$ cat src/raid0_stripe_request_splitter_assert.svh
// Assertion shorthands used by the splitter back module, raid0s_back.
// The module that uses them must have clk and rst_n in scope.
`ifndef RAID0_STRIPE_REQUEST_SPLITTER_ASSERT_SVH
`define RAID0_STRIPE_REQUEST_SPLITTER_ASSERT_SVH

// Same-cycle implication.
`define RSS_ASSERT_IMP(lbl, ante, cons) \
  lbl: assert property (@(posedge clk) disable iff (!rst_n) (ante) |-> (cons)) \
    else $error("raid0 splitter check failed");

// Next-cycle implication.
`define RSS_ASSERT_NXT(lbl, ante, cons) \
  lbl: assert property (@(posedge clk) disable iff (!rst_n) (ante) |=> (cons)) \
    else $error("raid0 splitter check failed");

`endif

$ cat src/raid0s_pkg.sv
package raid0s_pkg;

  localparam int STRIPE_BLOCK_BYTES_DEF = 4096;
  localparam int MAX_DEVICES_DEF        = 16;
  localparam int MAX_REQUEST_BLOCKS_DEF = 63;
  localparam int QUEUE_DEPTH            = 2;

  localparam int ADDR_W    = 48;
  localparam int COUNT_W   = 18;
  localparam int DEV_IDX_W = 4;
  localparam int LEN_W     = 13;
  localparam int DEV_CNT_W = 5;
  localparam int CFG_IDX_W = 1;

  typedef enum logic [1:0] {
    ST_OK         = 2'd0,
    ST_ZERO_WRITE = 2'd1,
    ST_TOO_LONG   = 2'd2,
    ST_BELOW_BASE = 2'd3
  } status_t;

  typedef enum logic [CFG_IDX_W-1:0] {
    CFG_DEVICE_COUNT = 1'b0,
    CFG_REGION_BASE  = 1'b1
  } cfg_reg_t;

  typedef enum logic [1:0] {
    BK_IDLE,
    BK_DIVIDE,
    BK_WALK
  } back_state_t;

  // One classified request as it waits between front and back.
  typedef struct packed {
    status_t              status;
    logic                 action;
    logic [ADDR_W-1:0]    offset;
    logic [ADDR_W-1:0]    host;
    logic [COUNT_W-1:0]   count;
  } req_t;

  typedef struct packed {
    logic full;
    logic empty;
  } q_stat_t;

endpackage

$ cat src/raid0s_front.sv
module raid0s_front #(
  parameter int STRIPE_BLOCK_BYTES = raid0s_pkg::STRIPE_BLOCK_BYTES_DEF,
  parameter int MAX_REQUEST_BLOCKS = raid0s_pkg::MAX_REQUEST_BLOCKS_DEF
) (
  input  logic                              in_valid,
  output logic                              in_ready,
  input  logic                              in_action,
  input  logic [raid0s_pkg::ADDR_W-1:0]     in_volume_address,
  input  logic [raid0s_pkg::ADDR_W-1:0]     in_host_address,
  input  logic [raid0s_pkg::COUNT_W-1:0]    in_byte_count,
  input  logic [raid0s_pkg::ADDR_W-1:0]     region_base,
  input  raid0s_pkg::q_stat_t               q_stat,
  output logic                              q_push,
  output raid0s_pkg::req_t                  q_entry
);

  localparam logic [31:0] MAX_BYTES = 32'(MAX_REQUEST_BLOCKS * STRIPE_BLOCK_BYTES);

  logic zero_len;

  assign in_ready = !q_stat.full;
  assign zero_len = (in_byte_count == '0);

  // A zero-length read produces nothing, so it is simply dropped here.
  assign q_push = in_valid && in_ready && !(zero_len && !in_action);

  always_comb begin
    q_entry.action = in_action;
    q_entry.offset = in_volume_address - region_base;
    q_entry.host   = in_host_address;
    q_entry.count  = in_byte_count;
    if (zero_len) begin
      q_entry.status = raid0s_pkg::ST_ZERO_WRITE;
    end else if (in_volume_address < region_base) begin
      q_entry.status = raid0s_pkg::ST_BELOW_BASE;
    end else if ({14'd0, in_byte_count} > MAX_BYTES) begin
      q_entry.status = raid0s_pkg::ST_TOO_LONG;
    end else begin
      q_entry.status = raid0s_pkg::ST_OK;
    end
  end

endmodule

$ cat src/raid0s_queue.sv
module raid0s_queue #(
  parameter int DEPTH = raid0s_pkg::QUEUE_DEPTH
) (
  input  logic                 clk,
  input  logic                 rst_n,
  input  logic                 push,
  input  raid0s_pkg::req_t     push_data,
  input  logic                 pop,
  output raid0s_pkg::req_t     pop_data,
  output raid0s_pkg::q_stat_t  stat
);

  localparam int PTR_W = (DEPTH > 1) ? $clog2(DEPTH) : 1;
  localparam int CNT_W = $clog2(DEPTH + 1);

  raid0s_pkg::req_t   entry_r [DEPTH];
  logic [PTR_W-1:0]   wr_ptr_r, wr_ptr_nxt;
  logic [PTR_W-1:0]   rd_ptr_r, rd_ptr_nxt;
  logic [CNT_W-1:0]   fill_r, fill_nxt;
  logic               do_push, do_pop;

  assign stat.full  = (fill_r == CNT_W'(DEPTH));
  assign stat.empty = (fill_r == '0);
  assign do_push    = push && !stat.full;
  assign do_pop     = pop && !stat.empty;
  assign pop_data   = entry_r[rd_ptr_r];

  always_comb begin
    wr_ptr_nxt = wr_ptr_r;
    rd_ptr_nxt = rd_ptr_r;
    fill_nxt   = fill_r;
    if (do_push) begin
      wr_ptr_nxt = (wr_ptr_r == PTR_W'(DEPTH - 1)) ? '0 : wr_ptr_r + PTR_W'(1);
    end
    if (do_pop) begin
      rd_ptr_nxt = (rd_ptr_r == PTR_W'(DEPTH - 1)) ? '0 : rd_ptr_r + PTR_W'(1);
    end
    if (do_push && !do_pop) begin
      fill_nxt = fill_r + CNT_W'(1);
    end else if (do_pop && !do_push) begin
      fill_nxt = fill_r - CNT_W'(1);
    end
  end

  always_ff @(posedge clk) begin
    if (!rst_n) begin
      wr_ptr_r <= '0;
      rd_ptr_r <= '0;
      fill_r   <= '0;
    end else begin
      wr_ptr_r <= wr_ptr_nxt;
      rd_ptr_r <= rd_ptr_nxt;
      fill_r   <= fill_nxt;
    end
  end

  always_ff @(posedge clk) begin
    if (do_push) begin
      entry_r[wr_ptr_r] <= push_data;
    end
  end

endmodule

$ cat src/raid0s_back.sv
`include "raid0_stripe_request_splitter_assert.svh"

module raid0s_back #(
  parameter int STRIPE_BLOCK_BYTES = raid0s_pkg::STRIPE_BLOCK_BYTES_DEF,
  parameter int MAX_DEVICES        = raid0s_pkg::MAX_DEVICES_DEF,
  localparam int NDEV_W            = $clog2(MAX_DEVICES + 1)
) (
  input  logic                                clk,
  input  logic                                rst_n,
  input  logic [NDEV_W-1:0]                   ndev,
  input  raid0s_pkg::q_stat_t                 q_stat,
  input  raid0s_pkg::req_t                    q_data,
  output logic                                q_pop,
  output logic                                out_valid,
  input  logic                                out_ready,
  output logic [1:0]                          out_status,
  output logic                                out_direction,
  output logic [raid0s_pkg::DEV_IDX_W-1:0]    out_device_index,
  output logic [raid0s_pkg::ADDR_W-1:0]       out_device_offset,
  output logic [raid0s_pkg::LEN_W-1:0]        out_chunk_length,
  output logic [raid0s_pkg::ADDR_W-1:0]       out_chunk_host_address,
  output logic                                out_last_chunk
);

  localparam int ADDR_W    = raid0s_pkg::ADDR_W;
  localparam int COUNT_W   = raid0s_pkg::COUNT_W;
  localparam int LOG2_BLK  = $clog2(STRIPE_BLOCK_BYTES);
  localparam int BLKNUM_W  = ADDR_W - LOG2_BLK;
  localparam int REM_W     = NDEV_W + 1;
  localparam int DIV_CNT_W = $clog2(BLKNUM_W + 1);
  localparam int CMP_W     = (COUNT_W > LOG2_BLK + 1) ? COUNT_W : LOG2_BLK + 1;

  raid0s_pkg::back_state_t state_r, state_nxt;

  logic [BLKNUM_W-1:0]  div_q_r, div_q_nxt;
  logic [REM_W-1:0]     div_rem_r, div_rem_nxt;
  logic [DIV_CNT_W-1:0] div_cnt_r, div_cnt_nxt;
  logic [BLKNUM_W-1:0]  blk_r, blk_nxt;
  logic [BLKNUM_W-1:0]  row_r, row_nxt;
  logic [NDEV_W-1:0]    dev_r, dev_nxt;
  logic [LOG2_BLK-1:0]  in_blk_r, in_blk_nxt;
  logic [COUNT_W-1:0]   left_r, left_nxt;
  logic [ADDR_W-1:0]    host_r, host_nxt;
  logic                 dir_r, dir_nxt;

  logic                 out_valid_r, out_valid_nxt;
  raid0s_pkg::status_t  out_status_r, out_status_nxt;
  logic                 out_dir_r, out_dir_nxt;
  logic [raid0s_pkg::DEV_IDX_W-1:0] out_dev_r, out_dev_nxt;
  logic [ADDR_W-1:0]    out_doff_r, out_doff_nxt;
  logic [raid0s_pkg::LEN_W-1:0] out_len_r, out_len_nxt;
  logic [ADDR_W-1:0]    out_host_r, out_host_nxt;
  logic                 out_last_r, out_last_nxt;

  logic                 slot_free;
  logic                 walk_load;
  logic [CMP_W-1:0]     room_w, avail_w, len_w;
  logic                 last_w;
  logic [REM_W-1:0]     trial_w;
  logic                 qbit_w;
  logic [REM_W-1:0]     rem_step_w;
  logic [BLKNUM_W-1:0]  q_step_w;

  assign slot_free = !out_valid_r || out_ready;
  assign walk_load = (state_r == raid0s_pkg::BK_WALK) && slot_free;

  // Chunk length: the rest of the current block or the rest of the request.
  assign room_w  = CMP_W'(STRIPE_BLOCK_BYTES) - CMP_W'(in_blk_r);
  assign avail_w = CMP_W'(left_r);
  assign len_w   = (room_w < avail_w) ? room_w : avail_w;
  assign last_w  = (avail_w == len_w);

  // One restoring division step of block number by device count.
  assign trial_w    = {div_rem_r[REM_W-2:0], div_q_r[BLKNUM_W-1]};
  assign qbit_w     = (trial_w >= REM_W'(ndev));
  assign rem_step_w = qbit_w ? trial_w - REM_W'(ndev) : trial_w;
  assign q_step_w   = {div_q_r[BLKNUM_W-2:0], qbit_w};

  always_comb begin
    state_nxt      = state_r;
    div_q_nxt      = div_q_r;
    div_rem_nxt    = div_rem_r;
    div_cnt_nxt    = div_cnt_r;
    blk_nxt        = blk_r;
    row_nxt        = row_r;
    dev_nxt        = dev_r;
    in_blk_nxt     = in_blk_r;
    left_nxt       = left_r;
    host_nxt       = host_r;
    dir_nxt        = dir_r;
    out_valid_nxt  = out_valid_r && !out_ready;
    out_status_nxt = out_status_r;
    out_dir_nxt    = out_dir_r;
    out_dev_nxt    = out_dev_r;
    out_doff_nxt   = out_doff_r;
    out_len_nxt    = out_len_r;
    out_host_nxt   = out_host_r;
    out_last_nxt   = out_last_r;
    q_pop          = 1'b0;

    unique case (state_r)
      raid0s_pkg::BK_IDLE: begin
        if (!q_stat.empty) begin
          if (q_data.status == raid0s_pkg::ST_OK) begin
            q_pop       = 1'b1;
            div_q_nxt   = q_data.offset[ADDR_W-1:LOG2_BLK];
            blk_nxt     = q_data.offset[ADDR_W-1:LOG2_BLK];
            div_rem_nxt = '0;
            div_cnt_nxt = DIV_CNT_W'(BLKNUM_W);
            in_blk_nxt  = q_data.offset[LOG2_BLK-1:0];
            left_nxt    = q_data.count;
            host_nxt    = q_data.host;
            dir_nxt     = q_data.action;
            state_nxt   = raid0s_pkg::BK_DIVIDE;
          end else if (slot_free) begin
            q_pop          = 1'b1;
            out_valid_nxt  = 1'b1;
            out_status_nxt = q_data.status;
            out_dir_nxt    = q_data.action;
            out_dev_nxt    = '0;
            out_doff_nxt   = '0;
            out_len_nxt    = '0;
            out_host_nxt   = '0;
            out_last_nxt   = 1'b1;
          end
        end
      end
      raid0s_pkg::BK_DIVIDE: begin
        div_q_nxt   = q_step_w;
        div_rem_nxt = rem_step_w;
        div_cnt_nxt = div_cnt_r - DIV_CNT_W'(1);
        if (div_cnt_r == DIV_CNT_W'(1)) begin
          row_nxt   = q_step_w;
          dev_nxt   = rem_step_w[NDEV_W-1:0];
          state_nxt = raid0s_pkg::BK_WALK;
        end
      end
      raid0s_pkg::BK_WALK: begin
        if (slot_free) begin
          out_valid_nxt  = 1'b1;
          out_status_nxt = raid0s_pkg::ST_OK;
          out_dir_nxt    = dir_r;
          out_dev_nxt    = raid0s_pkg::DEV_IDX_W'(dev_r);
          out_doff_nxt   = {row_r, in_blk_r};
          out_len_nxt    = raid0s_pkg::LEN_W'(len_w);
          out_host_nxt   = host_r;
          out_last_nxt   = last_w;
          left_nxt       = left_r - COUNT_W'(len_w);
          host_nxt       = host_r + ADDR_W'(len_w);
          in_blk_nxt     = '0;
          // Next block; the volume cursor wraps to block zero past the top.
          if (&blk_r) begin
            blk_nxt = '0;
            row_nxt = '0;
            dev_nxt = '0;
          end else begin
            blk_nxt = blk_r + BLKNUM_W'(1);
            if (dev_r + NDEV_W'(1) == ndev) begin
              dev_nxt = '0;
              row_nxt = row_r + BLKNUM_W'(1);
            end else begin
              dev_nxt = dev_r + NDEV_W'(1);
            end
          end
          if (last_w) begin
            state_nxt = raid0s_pkg::BK_IDLE;
          end
        end
      end
      default: begin
        state_nxt = raid0s_pkg::BK_IDLE;
      end
    endcase
  end

  always_ff @(posedge clk) begin
    if (!rst_n) begin
      state_r     <= raid0s_pkg::BK_IDLE;
      out_valid_r <= 1'b0;
    end else begin
      state_r     <= state_nxt;
      out_valid_r <= out_valid_nxt;
    end
  end

  always_ff @(posedge clk) begin
    div_q_r      <= div_q_nxt;
    div_rem_r    <= div_rem_nxt;
    div_cnt_r    <= div_cnt_nxt;
    blk_r        <= blk_nxt;
    row_r        <= row_nxt;
    dev_r        <= dev_nxt;
    in_blk_r     <= in_blk_nxt;
    left_r       <= left_nxt;
    host_r       <= host_nxt;
    dir_r        <= dir_nxt;
    out_status_r <= out_status_nxt;
    out_dir_r    <= out_dir_nxt;
    out_dev_r    <= out_dev_nxt;
    out_doff_r   <= out_doff_nxt;
    out_len_r    <= out_len_nxt;
    out_host_r   <= out_host_nxt;
    out_last_r   <= out_last_nxt;
  end

  assign out_valid              = out_valid_r;
  assign out_status             = out_status_r;
  assign out_direction          = out_dir_r;
  assign out_device_index       = out_dev_r;
  assign out_device_offset      = out_doff_r;
  assign out_chunk_length       = out_len_r;
  assign out_chunk_host_address = out_host_r;
  assign out_last_chunk         = out_last_r;

  `RSS_ASSERT_IMP(a_chunk_not_empty, walk_load, len_w != '0)
  `RSS_ASSERT_IMP(a_dev_in_range, state_r == raid0s_pkg::BK_WALK, dev_r < ndev)
  `RSS_ASSERT_NXT(a_last_ends_walk, walk_load && last_w, state_r == raid0s_pkg::BK_IDLE)
  `RSS_ASSERT_IMP(a_pop_only_idle, q_pop, state_r == raid0s_pkg::BK_IDLE)
  `RSS_ASSERT_NXT(a_div_to_walk, state_r == raid0s_pkg::BK_DIVIDE && div_cnt_r == DIV_CNT_W'(1),
                  state_r == raid0s_pkg::BK_WALK)

endmodule

$ cat src/raid0_stripe_request_splitter.sv
// Channel   Direction  Handshake            Payload
// in_       input      in_valid/in_ready    action, volume/host address, byte count
// out_      output     out_valid/out_ready  status, direction, device, offsets, length, last
// cfg_      input      cfg_we               cfg_index selects the register, cfg_data value
//
// A request is written into the queue at the edge that accepts it, and the back pops it
// once it is idle. The back then divides the block number by the device count one bit
// per cycle, and then gives the chunks, one per cycle while the output is not stalled,
// up to 64 with the default block size and limit. An error result goes from the queue
// to the output register when the back is idle and the output slot is free.
// Reset is synchronous and active low. A stalled output holds the back; the front keeps
// taking requests until the queue between them is full.

module raid0_stripe_request_splitter #(
  parameter int STRIPE_BLOCK_BYTES = raid0s_pkg::STRIPE_BLOCK_BYTES_DEF,
  parameter int MAX_DEVICES        = raid0s_pkg::MAX_DEVICES_DEF,
  parameter int MAX_REQUEST_BLOCKS = raid0s_pkg::MAX_REQUEST_BLOCKS_DEF
) (
  input  logic                                clk,
  input  logic                                rst_n,
  input  logic                                in_valid,
  output logic                                in_ready,
  input  logic                                in_action,
  input  logic [raid0s_pkg::ADDR_W-1:0]       in_volume_address,
  input  logic [raid0s_pkg::ADDR_W-1:0]       in_host_address,
  input  logic [raid0s_pkg::COUNT_W-1:0]      in_byte_count,
  output logic                                out_valid,
  input  logic                                out_ready,
  output logic [1:0]                          out_status,
  output logic                                out_direction,
  output logic [raid0s_pkg::DEV_IDX_W-1:0]    out_device_index,
  output logic [raid0s_pkg::ADDR_W-1:0]       out_device_offset,
  output logic [raid0s_pkg::LEN_W-1:0]        out_chunk_length,
  output logic [raid0s_pkg::ADDR_W-1:0]       out_chunk_host_address,
  output logic                                out_last_chunk,
  input  logic                                cfg_we,
  input  logic [raid0s_pkg::CFG_IDX_W-1:0]    cfg_index,
  input  logic [raid0s_pkg::ADDR_W-1:0]       cfg_data
);

  localparam int NDEV_W = $clog2(MAX_DEVICES + 1);

  logic [raid0s_pkg::DEV_CNT_W-1:0] device_count_r;
  logic [raid0s_pkg::ADDR_W-1:0]    region_base_r;
  logic [NDEV_W-1:0]                ndev;

  raid0s_pkg::q_stat_t q_stat;
  raid0s_pkg::req_t    q_entry;
  raid0s_pkg::req_t    q_head;
  logic                q_push;
  logic                q_pop;

  // Configuration registers. Write them only while the block is idle; the block does not enforce this.
  always_ff @(posedge clk) begin
    if (!rst_n) begin
      device_count_r <= raid0s_pkg::DEV_CNT_W'(1);
      region_base_r  <= '0;
    end else if (cfg_we) begin
      unique case (raid0s_pkg::cfg_reg_t'(cfg_index))
        raid0s_pkg::CFG_DEVICE_COUNT: device_count_r <= cfg_data[raid0s_pkg::DEV_CNT_W-1:0];
        raid0s_pkg::CFG_REGION_BASE:  region_base_r  <= cfg_data;
      endcase
    end
  end

  // A device count of zero acts as one, and counts above the supported
  // maximum are clamped to it.
  always_comb begin
    if (device_count_r == '0) begin
      ndev = NDEV_W'(1);
    end else if (int'(device_count_r) > MAX_DEVICES) begin
      ndev = NDEV_W'(MAX_DEVICES);
    end else begin
      ndev = NDEV_W'(device_count_r);
    end
  end

  // The front classifies each transaction and queues it; zero-length reads
  // are dropped there since they produce no result.
  raid0s_front #(
    .STRIPE_BLOCK_BYTES (STRIPE_BLOCK_BYTES),
    .MAX_REQUEST_BLOCKS (MAX_REQUEST_BLOCKS)
  ) u_front (
    .in_valid          (in_valid),
    .in_ready          (in_ready),
    .in_action         (in_action),
    .in_volume_address (in_volume_address),
    .in_host_address   (in_host_address),
    .in_byte_count     (in_byte_count),
    .region_base       (region_base_r),
    .q_stat            (q_stat),
    .q_push            (q_push),
    .q_entry           (q_entry)
  );

  raid0s_queue #(
    .DEPTH (raid0s_pkg::QUEUE_DEPTH)
  ) u_queue (
    .clk       (clk),
    .rst_n     (rst_n),
    .push      (q_push),
    .push_data (q_entry),
    .pop       (q_pop),
    .pop_data  (q_head),
    .stat      (q_stat)
  );

  // The back divides for each valid request and then walks it block by block, one chunk
  // per output transaction; a request with an error status gives a single result.
  raid0s_back #(
    .STRIPE_BLOCK_BYTES (STRIPE_BLOCK_BYTES),
    .MAX_DEVICES        (MAX_DEVICES)
  ) u_back (
    .clk                    (clk),
    .rst_n                  (rst_n),
    .ndev                   (ndev),
    .q_stat                 (q_stat),
    .q_data                 (q_head),
    .q_pop                  (q_pop),
    .out_valid              (out_valid),
    .out_ready              (out_ready),
    .out_status             (out_status),
    .out_direction          (out_direction),
    .out_device_index       (out_device_index),
    .out_device_offset      (out_device_offset),
    .out_chunk_length       (out_chunk_length),
    .out_chunk_host_address (out_chunk_host_address),
    .out_last_chunk         (out_last_chunk)
  );

endmodule
$ cat config.mk
export PLATFORM = sky130hd
export DESIGN_NAME = raid0_stripe_request_splitter
export DESIGN_NICKNAME = d
export VERILOG_FILES = /design/src/raid0s_pkg.sv /design/src/raid0s_front.sv /design/src/raid0s_queue.sv /design/src/raid0s_back.sv /design/src/raid0_stripe_request_splitter.sv
export VERILOG_INCLUDE_DIRS = /design/src /design/src/src
export SDC_FILE = /design/constraint.sdc
export NUM_CORES = 1
export LEC_CHECK = 0
export BUFFER_PORTS_ARGS = -buffer_cell sky130_fd_sc_hd__clkbuf_2
export CORE_ASPECT_RATIO = 0.9
export CORE_UTILIZATION = 50
export CTS_CLUSTER_DIAMETER = 100
export DETAILED_ROUTE_END_ITERATION = 16
export PLACE_DENSITY = 0.79
export REMOVE_ABC_BUFFERS = 1
export SYNTH_ARGS = -nofsm -noshare
export SYNTH_HDL_FRONTEND = slang
export SYNTH_HIERARCHICAL = 1
export SYNTH_SLANG_ARGS = --single-unit
export TNS_END_PERCENT = 100
$ cat constraint.sdc
create_clock -name clk -period 12.6 [get_ports clk]
set_input_delay 2.52 -clock clk [delete_from_list [all_inputs] [get_ports clk]]
set_output_delay 2.52 -clock clk [all_outputs]
set_load 0.03 [all_outputs]
### After elaboration in Yosys (flattened, before gate mapping)

Memory sizes are Yosys's and may differ from the RTL's. A register that Yosys moved wholly into a read port is not among the register bits.
Index checks and enable logic that the tools add are counted.

* add/subtract/negate cells: 13
* magnitude comparators: 5
* eq/ne operators: 14
* multiplexer cells: 95
* bitwise gates (word level): 2
* reduce and logical (&&, ||, !) cells: 36

Operator list (number)
* 48-bit two-way mux: 8
* 36-bit two-way mux: 8
* 48-bit case mux with 2 select lines: 3
* 36-bit case mux with 2 select lines: 3
* 36-bit by 1-bit adder with 36-bit output, second input constant: 2
* 18-bit two-way mux: 4
* 13-bit two-way mux: 4
* 48-bit by 18-bit adder with 48-bit output: 1
* 48-bit < comparator: 1
* 48-bit subtractor: 1
* 5-bit two-way mux: 9
* 12-bit two-way mux: 3
* 18-bit case mux with 2 select lines: 1
* 36-bit AND reduction: 1
* 2-bit two-way mux: 14
* 13-bit case mux with 2 select lines: 1
* 12-bit case mux with 2 select lines: 1
* 1-bit two-way mux: 21
* 5-bit case mux with 2 select lines: 2
* 18-bit == test: 1
* 18-bit > comparator, second input constant: 1
* 18-bit logical NOT: 1
* 18-bit < comparator: 1
* 18-bit subtractor: 1
* 34 further kinds: 72

* flip-flop bits (word level): 380
* memory bits (writable): 234
* input bits: 169
* word-level logic and storage cells: 190
* memories: 1

Memories
* u_queue.entry_r: depth 2, width 117, rd ports 1, clocked after memory_dff 1, write ports 1, line raid0s_queue.sv:16 `raid0s_pkg::req_t entry_r [DEPTH];`

### Longest topological paths before layout

* depth after elaboration: 10
* mapped depth: 25
* depth with buffers taken out: 23

### Cells and area by module

The synthesis kept the hierarchy.

Modules (own cells, without submodules)
* raid0s_back: times used 1, cells an instance 1627, area each 17469.3 um^2
* raid0s_queue: times used 1, cells an instance 389, area each 8787.2 um^2
* raid0s_front: times used 1, cells an instance 531, area each 3504.6 um^2
* raid0_stripe_request_splitter: times used 1, cells an instance 243, area each 2192.1 um^2

### Worst setup path after synthesis

Ideal clock, no wire load.

* path kind: input-to-reg
* start point: input out_ready
* end point: register u_back.left_r[0] (netlist: u_back/avail_w[0]), enable pin
* data arrival time: 10.563 ns
* setup slack: 1.292 ns
* stages: 2
* buffers on the path: 0
* path through: nor2_1 -> o21ai_0

* cells in the longest elaborated chain, start to end: 3

RTL lines
* from (decl): line raid0_stripe_request_splitter.sv:28 `input logic out_ready,`
* 1-bit logical OR: line raid0s_back.sv:64 `assign slot_free = !out_valid_r || out_ready;`
* 2-bit by 1-bit inequality test with 1-bit output (no line)
* 4-bit AND reduction (no line)
* to (signal assigned): line raid0s_back.sv:194 `left_r <= left_nxt;`
* to (decl): line raid0s_back.sv:42 `logic [COUNT_W-1:0] left_r, left_nxt;`

No other way between the ends.
A chain may end at the register's enable or synchronous reset.

### Worst setup path after layout

* start point: register u_back.in_blk_r[0]
* end point: register u_back.host_r[19], data pin

* cells in the longest elaborated chain, start to end: 6

RTL lines
* from (decl): line raid0s_back.sv:41 `logic [LOG2_BLK-1:0] in_blk_r, in_blk_nxt;`
* from (signal assigned): line raid0s_back.sv:193 `in_blk_r <= in_blk_nxt;`
* 13-bit by 12-bit subtractor with 14-bit output *: line raid0s_back.sv:68 `assign room_w = CMP_W'(STRIPE_BLOCK_BYTES) - CMP_W'(in_blk_r);`
* 18-bit < comparator: line raid0s_back.sv:70 `assign len_w = (room_w < avail_w) ? room_w : avail_w;`
* 18-bit two-way mux *: line raid0s_back.sv:70
* net u_back.len_w[4]: line raid0s_back.sv:57 `logic [CMP_W-1:0] room_w, avail_w, len_w;`
* 48-bit by 18-bit adder with 48-bit output *: line raid0s_back.sv:149 `host_nxt = host_r + ADDR_W'(len_w);`
* 48-bit two-way mux *: line raid0s_back.sv:139 `if (slot_free) begin`
* 48-bit case mux with 2 select lines *: line raid0s_back.sv:101 `unique case (state_r)`
* net u_back.host_nxt[19]: line raid0s_back.sv:43 `logic [ADDR_W-1:0] host_r, host_nxt;`
* to (signal assigned): line raid0s_back.sv:195 `host_r <= host_nxt;`
* to (decl): line raid0s_back.sv:43

The timed path passes the listed nets; every way through them passes the cells marked *. The select of a mux whose other input is x is not followed.

==> results.json <==
{
  "ys_ff_latch": 615,
  "intPower_w": 0.00541,
  "die_h_um": 242,
  "antenna_found_initial": 7,
  "synthCells": 2790,
  "fin_tns_setup_ns": 0,
  "relSlewSlack_pct": 23.2,
  "hp-class": "flip-flop to flip-flop",
  "ys_seq_area_share_pct": 55.9,
  "cts_inserted_buffers": 68,
  "areaGrowthSynthToFinish_pct": 11.8,
  "fin_total_pwr_w": 0.00858,
  "drt_first_pass_iters": 7,
  "start_kind": "flip-flop",
  "dpl-instance-area_um2": 33500,
  "h-tree-depth": 3,
  "grt_max_degree": 111,
  "drv_slew": 0,
  "grt_pass1_vias": 20400,
  "fp.dieW_um": 268,
  "post_cts_resized": 0,
  "clkPwrFrac_pct": 23.3,
  "cp_max_fo": 26,
  "cts_setup_buffers": 0,
  "period_share_pct": 57.0,
  "status": "complete, no violations",
  "cts_sinks": 615,
  "routed_wl_um": 70400,
  "gp_congestion": 0.911,
  "synth_cell_types": 88,
  "nets": 3245,
  "io_pins": 288,
  "rsz0062_at_grt": "no",
  "ant_nets": 0,
  "grt_overflow": 0,
  "synth_edf_count": 554,
  "async_flop_share_pct": 0,
  "port-buffer-count": 287,
  "end_kind": "flip-flop",
  "fin_crit_ns": 7.18,
  "nFillCells": 5181,
  "cts_tree": "built",
  "wire_per_inst_um": 18.2,
  "cp.required_ns": 12.92,
  "power.density_nw_per_um2": 240,
  "seq_power_share_pct": 40.7,
  "hold_viol": 0,
  "start_util_pct": 50.8,
  "core_area_um2": 62900,
  "critical_path_class": "flip-flop to flip-flop",
  "clock_latency_ns": 0.60,
  "fin_area_um2": 35700,
  "clk_pin_slew_ns": 0.06,
  "ys.flop_type": "edfxtp_1",
  "vdd_drop_max_mv": 0.248,
  "drt_iter0_markers": 1550,
  "cap_viol_max_count": 0,
  "utilization_pct": 56.8,
  "grt_pass1_wl_um": 110000,
  "yosysWarnings": 6,
  "whs_ns": 0.445,
  "timing.fmax_mhz": 139,
  "avgViaCountPerCell": 5.48,
  "clock_path_buffers": 3,
  "rows": 87,
  "worstPathArrival_ns": 7.50,
  "cts_root_buf": "clkbuf_16",
  "dieArea_um2": 64900,
  "sw_frac_of_total_pct": 37.0,
  "power.switching_w": 0.00317,
  "synth_area_per_cell_um2": 11.5,
  "p_leak_nw": 13.4,
  "grt_usage_pct": 21.6,
  "drc_errors": 0,
  "combPwrFrac_pct": 36.0,
  "skew_ns": 0.0189,
  "tightest_slew_ns": 1.15,
  "final-setup-viol-count": 0,
  "syn_area_um2": 32000,
  "holdBufCountCts": 0,
  "num_vias": 21200,
  "drive_above_1_share_pct": 19.9,
  "place_hpwl_um": 49200
}
-- layout make-up --
| type | instances | area, um^2 | share of cell area, % |
|---|---|---|---|
| clock inverter | 33 | 390 | 1.09 |
| sequential | 615 | 17900 | 50.0 |
| inverter | 117 | 439 | 1.23 |
| multi-input combinational | 1859 | 12500 | 35.1 |
| timing repair buffer | 308 | 1600 | 4.47 |
| tap | 845 | 1060 | 2.96 |
| antenna | 6 | 15.0 | 0.0420 |
| clock buffer | 87 | 1850 | 5.17 |
-- cells in the final DEF (no fill, tap or decap), types with 30 or more instances in the layout --
cell / count
edfxtp_1: 554
nand2_1: 403
clkbuf_2: 286
o21ai_0: 124
xnor2_1: 124
inv_1: 116
nor2_1: 115
and2_1: 114
ha_1: 103
mux2_2: 101
a21oi_1: 92
nand4_1: 77
clkbuf_16: 71
xor2_1: 71
dfxtp_1: 60
nand3_1: 53
o21ai_1: 52
a21o_1: 40
nor3_1: 35
o31ai_1: 31
mux2_4: 30
-- cell families after synthesis --
family	Yosys count	share of synthesized area [%]
mux	153	5.66
buf+inv	320	5.13
flops	615	55.9
fa+ha+maj	107	4.28
other cells	1	0.0117
xor+xnor	195	5.34
simple gates	913	13.9
compound gates	486	9.77
-- registers in the layout (all words and copies together) (netlist names), 12 cells and up, named ones only --
register                       cells
u_queue/entry_r                  234
region_base_r                     48
u_back/host_r                     48
u_back/out_chunk_host_address     48
u_back/out_device_offset          48
u_back/blk_r                      36
u_back/div_q_r                    36
u_back/row_r                      36
u_back/avail_w                    18
u_back/out_chunk_length           13
u_back/in_blk_r                   12
-- metal layers --
| metal | vias up | track usage, % | routed length [um] |
|---|---|---|---|
| met5 | - | 0 | 23 |
| met4 | 4 | 7.00 | 1930 |
| met3 | 130 | 4.43 | 4560 |
| met2 | 660 | 34.0 | 32500 |
| met1 | 10000 | 29.8 | 31400 |
| li1 | 10400 | - | - |
-- power by group through the flow --
stage	logic, W	registers [W]	clock network, W
finish	0.00309	0.00349	0.00200
floorplan	0.00187	0.00399	0
global placement	0.00301	0.00351	0
CTS	0.00309	0.00349	0.00204
global route	0.00340	0.00355	0.00211
detailed placement	0.00308	0.00353	0
-- cells in the mapped netlist, types with 11 or more instances --
master / count / area share (%)
inv_1: 116 / 1.4
nand2_1: 403 / 4.7
nor2_1: 116 / 1.4
and3_1: 20 / 0.39
mux2i_1: 22 / 0.69
xor2_1: 71 / 1.9
o21ai_0: 125 / 2.0
nor2b_1: 19 / 0.37
o41ai_1: 12 / 0.33
nand3_1: 53 / 0.83
o21a_1: 11 / 0.26
clkbuf_1: 71 / 0.83
xnor2_1: 124 / 3.4
a21oi_1: 92 / 1.4
nand2b_1: 16 / 0.31
ha_1: 103 / 4.0
nor3_1: 36 / 0.56
mux2_4: 30 / 1.4
nand4_1: 77 / 1.5
and2_1: 114 / 2.2
a31oi_1: 13 / 0.25
a21o_1: 40 / 0.94
o21ai_2: 20 / 0.55
o211ai_1: 15 / 0.35
dfxtp_1: 61 / 3.8
edfxtp_1: 554 / 52
o31ai_1: 31 / 0.73
o21ai_1: 52 / 0.81
buf_4: 74 / 1.7
buf_2: 33 / 0.52
buf_6: 11 / 0.39
mux2_2: 101 / 3.6
-- critical path: stages (launching register included) --
cell and delay [ns]:
edfxtp_1 0.41, inv_1 0.11, ha_1 0.18, nor3b_1 0.31
nand2_1 0.13, or3_1 0.37, nor3_1 0.19, xnor2_1 0.25
ha_1 0.32, a2111o_1 0.44, a211oi_1 0.22, o21a_1 0.72
nor2_4 0.34, mux2_2 0.37, ha_1 0.37, a2111o_1 0.47
a21oi_1 0.33, nor4b_2 0.13, o31ai_4 0.77, nor2_1 0.14
xnor2_1 0.22, o21ai_1 0.07
-- through the flow --
step	std cells	setup slack [ns]
global route	3867	4.80
floorplan	2591	-3.57
detailed placement	3744	5.46
CTS	3864	5.44
finish	3870	5.42
global placement	3744	5.63
-- path summary, 6_finish.rpt --
path                                     from                       endpoint  slack [ns]  cells past startpoint
max          u_back/in_blk_r[0]$_SDFFCE_PP0P_    u_back/host_r[19]$_DFFE_PP_        5.42                     21
max reg2reg  u_back/in_blk_r[0]$_SDFFCE_PP0P_    u_back/host_r[19]$_DFFE_PP_        5.42                     21
min reg2reg     region_base_r[6]$_SDFFE_PN0P_  region_base_r[6]$_SDFFE_PN0P_        0.45                      2
min             region_base_r[6]$_SDFFE_PN0P_  region_base_r[6]$_SDFFE_PN0P_        0.45                      2
(Power assumes the default switching activity.)
